$ cat config.mk
export PLATFORM = sky130hd
export DESIGN_NAME = ssi_div
export DESIGN_NICKNAME = d
export VERILOG_FILES = /design/src/hw/rtl/ssi_pkg.sv /design/src/hw/rtl/ssi_div.sv
export SDC_FILE = /design/constraint.sdc
export NUM_CORES = 2
export LEC_CHECK = 0
export BUFFER_PORTS_ARGS = -buffer_cell sky130_fd_sc_hd__buf_2
export CAP_MARGIN = 10
export CORE_MARGIN = 5
export CORE_UTILIZATION = 30
export CTS_CLUSTER_SIZE = 16
export DETAILED_ROUTE_END_ITERATION = 10
export GPL_TIMING_DRIVEN = 1
export PLACE_DENSITY = 0.53
export SKIP_CTS_REPAIR_TIMING = 1
export SLEW_MARGIN = 20
export SYNTH_ARGS = -nofsm -noshare
export SYNTH_HDL_FRONTEND = slang
export SYNTH_SLANG_ARGS = --single-unit
$ cat constraint.sdc
create_clock -name clk -period 7.75 [get_ports clk]
set_clock_uncertainty 0.1 [all_clocks]
set_input_delay 1.55 -clock clk [delete_from_list [all_inputs] [get_ports clk]]
set_output_delay 1.55 -clock clk [all_outputs]
set_load 0.02 [all_outputs]
$ cat src/hw/rtl/ssi_pkg.sv
// Shared widths, constants and stage side-band types for the segment/sphere crossing pipeline.
package ssi_pkg;

  localparam int FRAC_BITS = 16;
  localparam int COORD_W   = 24;
  localparam int RAD_W     = 23;
  localparam int DIFF_W    = COORD_W + 1;
  localparam int PROD_W    = 2 * DIFF_W;
  localparam int RR_W      = 2 * RAD_W;
  localparam int A_W       = PROD_W;
  localparam int B_W       = PROD_W + 2;
  localparam int C_W       = PROD_W + 1;
  localparam int BABS_W    = B_W - 1;
  localparam int CABS_W    = PROD_W;
  localparam int B_SPL     = (BABS_W + 1) / 2;
  localparam int B_HI_W    = BABS_W - B_SPL;
  localparam int AC_SPL    = A_W / 2;
  localparam int AC_HI_W   = A_W - AC_SPL;
  localparam int BB_W      = 2 * BABS_W;
  localparam int AC_W      = A_W + CABS_W;
  localparam int DISC_W    = BB_W + 2;
  localparam int ROOT_W    = DISC_W / 2;
  localparam int N_W       = ROOT_W + 2;
  localparam int M_W       = N_W - 1;
  localparam int DEN_W     = A_W + 1;
  localparam int Q_W       = FRAC_BITS + 2;
  localparam int RES_W     = FRAC_BITS + 1;
  localparam int DIV_ST    = FRAC_BITS + 1;

  localparam logic [Q_W-1:0] Q_ONE = Q_W'(1) << FRAC_BITS;

  typedef struct packed {
    logic signed [COORD_W-1:0] center_x;
    logic signed [COORD_W-1:0] center_y;
    logic signed [COORD_W-1:0] center_z;
    logic        [RAD_W-1:0]   sphere_radius;
    logic signed [COORD_W-1:0] start_x;
    logic signed [COORD_W-1:0] start_y;
    logic signed [COORD_W-1:0] start_z;
    logic signed [COORD_W-1:0] end_x;
    logic signed [COORD_W-1:0] end_y;
    logic signed [COORD_W-1:0] end_z;
  } in_item_t;

  typedef struct packed {
    logic [RES_W-1:0] crossing_fraction;
  } out_item_t;

  typedef struct packed {
    logic        [A_W-1:0] a;
    logic signed [B_W-1:0] b;
    logic                  live;
  } sq_side_t;

  typedef struct packed {
    logic neg;
    logic rej;
    logic live;
  } dv_side_t;

endpackage

$ cat src/hw/rtl/ssi_div.sv
// Pipelined restoring divider for one root: integer part, then one fraction bit per stage.
module ssi_div import ssi_pkg::*; (
  input  logic             clk,
  input  logic             rst_n,
  input  logic             en,
  input  logic             in_valid,
  input  logic [M_W-1:0]   in_mag,
  input  logic [DEN_W-1:0] in_den,
  input  dv_side_t         in_side,
  output logic             out_valid,
  output logic [Q_W-1:0]   out_q,
  output logic [DEN_W-1:0] out_rem,
  output dv_side_t         out_side
);

  logic             vld_r  [DIV_ST];
  logic [Q_W-1:0]   q_r    [DIV_ST];
  logic [DEN_W-1:0] rem_r  [DIV_ST];
  logic [DEN_W-1:0] den_r  [DIV_ST];
  dv_side_t         side_r [DIV_ST];

  logic [DEN_W:0]   den2;
  logic [Q_W-1:0]   q0_nxt;
  logic [DEN_W-1:0] rem0_nxt;
  dv_side_t         side0_nxt;

  always_comb begin
    den2      = {in_den, 1'b0};
    side0_nxt = in_side;
    side0_nxt.rej = in_mag > M_W'(den2);
    if (in_mag >= M_W'(den2)) begin
      q0_nxt   = Q_W'(2);
      rem0_nxt = DEN_W'(in_mag - M_W'(den2));
    end else if (in_mag >= M_W'(in_den)) begin
      q0_nxt   = Q_W'(1);
      rem0_nxt = DEN_W'(in_mag - M_W'(in_den));
    end else begin
      q0_nxt   = '0;
      rem0_nxt = DEN_W'(in_mag);
    end
  end

  always_ff @(posedge clk) begin
    if (!rst_n) begin
      vld_r[0] <= 1'b0;
    end else if (en) begin
      vld_r[0] <= in_valid;
    end
  end

  always_ff @(posedge clk) begin
    if (en) begin
      q_r[0]    <= q0_nxt;
      rem_r[0]  <= rem0_nxt;
      den_r[0]  <= in_den;
      side_r[0] <= side0_nxt;
    end
  end

  for (genvar j = 1; j < DIV_ST; j++) begin : g_frac
    logic [DEN_W:0]   rem2;
    logic [DEN_W-1:0] rem_nxt;
    logic             bit_nxt;

    always_comb begin
      rem2 = {rem_r[j-1], 1'b0};
      if (rem2 >= {1'b0, den_r[j-1]}) begin
        bit_nxt = 1'b1;
        rem_nxt = DEN_W'(rem2 - {1'b0, den_r[j-1]});
      end else begin
        bit_nxt = 1'b0;
        rem_nxt = rem2[DEN_W-1:0];
      end
    end

    always_ff @(posedge clk) begin
      if (!rst_n) begin
        vld_r[j] <= 1'b0;
      end else if (en) begin
        vld_r[j] <= vld_r[j-1];
      end
    end

    always_ff @(posedge clk) begin
      if (en) begin
        q_r[j]    <= {q_r[j-1][Q_W-2:0], bit_nxt};
        rem_r[j]  <= rem_nxt;
        den_r[j]  <= den_r[j-1];
        side_r[j] <= side_r[j-1];
      end
    end
  end

  assign out_valid = vld_r[DIV_ST-1];
  assign out_q     = q_r[DIV_ST-1];
  assign out_rem   = rem_r[DIV_ST-1];
  assign out_side  = side_r[DIV_ST-1];

endmodule

==> metrics.txt <==
Final Non-Filler Cells 17,400; vias per inst 4.86; synthesized cell area 121,000 µm²; Max Slew Vio Count 0; total number of vias 84,700; Core Area 402,000 µm²; Final Hold Fails 0; worst slew pin tran 1.12 ns; sw power 22.7 mW; Slew headroom 0.253; Num CTS Buffers 237; Starting Density 0.301; RSZ-0062 raised after global routing no; Total Wirelength 296,000 µm; Syn Area/Cell 10.1 µm²; Max VDD drop 248 µV; final setup vio count 0; maximum clock frequency 0.180 GHz; worst skew pair latency 0.92 ns; Power Total 56.9 mW; Mapped Nets 13,000; Yosys top cell by area edfxtp_1; # rows 233; multi-input logic area 57,300 µm²; WHS 0.310 ns; prevailing post-synth register cell edfxtp_1; Setup Crit Path Kind reg2reg; CP endpoint kind register; number of port buffers 182; max-cap violation count 0; reg2reg start rem_r[0][663]; Clock transition at path regs 0.07 ns; share of cells above drive strength 1 0.0719; CP required 8.27 ns; die height 645 µm; Reg-to-Reg End rem_r[0][720]; Die X 645 µm; die area 416,000 µm²; Post-synth EDFFs 1,920; top cell type's share of synthesized area 0.477; Post-DP Area 127,000 µm²; R2R setup slack 2.18 ns; Data arrival, critical path 6.09 ns; DR DRC count 0; synth top area cells edfxtp_1, ha_1, a21oi_1; sw frac 0.399; Hold Crit Depth 0; worst min-delay path category reg2reg; post-route ant nets 0; CTS HTree Levels 4; R2R cell count 13; clock tree sinks 1,921; Seq/Total Area, Yosys 0.477; finished layout cell area 135,000 µm²; startpoint types register; async set-reset flop share out of synthesis 0; Wirelength per Cell 17.0 µm; Hold Crit Endpoint q_r[0][275]; Reg power frac 0.308; vias in the first global route 85,900; Crit Path Max Fanout 30; pwr dens 421 nW/µm²; placed cell count 17,000; area grow syn2layout 11.8%; deepest clock path buffer count 4; sequential cell area 57,700 µm²; Gate power share 0.497; period utilization 0.719; pin count of the biggest net entering global routing 160; Final WS setup 2.18 ns; clock tree from TritonCTS yes; most frequent cell after synthesis edfxtp_1; clock tree root buffer cell clkbuf_16; clock share of power 0.195; top cells by count, synth edfxtp_1, nand2_1, inv_1; GRT Total Usage 0.138; post-place setup slack 1.51 ns; Seq cells post-synth 1,921; global route overflow 0; drt first pass iters 6; first-pass GRT wire length 467,000 µm; drt initial violations 4,248; Final Core Density 0.336; # IOs 184; gpl congestion 0.912; min Tclk post-route 5.57 ns; Pleak 54.9 nW; status finished, final reports clean; hold path startpoint q_r[0][256]; Nets 13,000; Fill cells 40,800; Int Power 34.2 mW; Ys Warns 0; setup TNS 0 ns; Post-Synthesis Cells 11,900; Synth cell types 96; antenna violations before repair 4; dpl hpwl 231,000 µm
-- per-layer routing --
metal	vias to the layer above	routed length [µm]	global-route usage
li1	43600	-	-
met1	39000	124000	0.158
met2	1410	145000	0.248
met3	660	9090	0.0181
met4	0	18300	0.0738
met5	-	0	0
-- cells in the final DEF (no fill, tap or decap), drive strengths merged, types with 24 or more instances in the layout --
master	netlist	layout
edfxtp	1920	1920
inv	1098	1105
nand2	1097	1097
a21oi	1087	1087
o21ai	937	937
ha	918	918
nor2	663	663
a21o	547	547
xnor2	487	487
xor2	338	338
clkbuf	346	290
buf	103	250
mux2	206	206
nand3	203	203
nand4	189	189
o21bai	177	177
nor3	137	137
a31oi	124	124
and3	117	117
nor2b	108	108
a211oi	105	105
o21a	104	104
nand2b	92	92
clkinv	0	90
o31ai	78	78
and2	67	67
o211ai	51	51
a21boi	38	38
nor4	37	37
a41oi	35	35
bufinv	0	31
or3	30	30
a211o	29	29
a221oi	27	27
and4	24	24
a311oi	24	24
-- worst max-delay path by stage --
stage,startpoint,to,slack [ns],depth (start not counted)
final,rem_r[0][663],rem_r[0][720],2.18,13
after global routing,rem_r[0][663],rem_r[0][723],1.88,13
after CTS,rem_r[0][663],rem_r[0][720],2.09,13
after detailed placement,in_mag[1],rem_r[0][9],1.51,18
after global placement,in_mag[1],rem_r[0][40],1.50,18
after floorplan,in_mag[1],rem_r[0][41],2.85,16
-- power by group through the flow --
stage / Sequential (mW) / Combinational, mW / Clock, mW
after floorplan: 17.3 / 21.5 / 0
after global placement: 17.8 / 28.2 / 0
after detailed placement: 17.8 / 28.2 / 0
after CTS: 17.6 / 28.3 / 11.6
after global routing: 17.9 / 31.6 / 12.0
final: 17.5 / 28.3 / 11.1
-- flip-flops by register name, indices dropped and copies added (netlist names) --
| signal | flops |
|---|---|
| vld_r | 17 |
| rem_r | 867 |
| side_r | 51 |
| q_r | 170 |
| den_r | 816 |
-- cell type report --
class / instances / share of cell area
antenna: 2 / 0.0000370
clock buffer: 290 / 0.0456
clock inverter: 142 / 0.0115
inverter: 1098 / 0.0305
multi-input combinational: 8446 / 0.424
sequential: 1921 / 0.427
tap: 5287 / 0.0489
timing repair buffer: 250 / 0.0128
-- worst max-delay path, stage by stage (launching register included) --
cell and delay [ns]:
edfxtp_1 0.44, fa_1 0.50, a211oi_1 0.30, o21a_1 0.22, or4b_1 0.33, and2_1 0.38, o21a_1 0.27, a211oi_1 0.18
nor4b_1 0.59, o21ai_2 0.13, a211oi_1 0.30, o21a_2 0.73, buf_4 0.42, mux2_2 0.37
-- cells by family after synthesis --
| group | count (synthesis) | share of synthesized area |
|---|---|---|
| xor gates and xnor gates | 825 | 0.0598 |
| buffers and inverters | 1547 | 0.0498 |
| muxes | 224 | 0.0207 |
| and+or+nand+nor | 2862 | 0.110 |
| DFF | 1921 | 0.477 |
| adders and majority gates | 936 | 0.0980 |
| AOI/OAI and AO/OA | 3599 | 0.185 |
No activity file was read; power rests on OpenSTA's default activity.
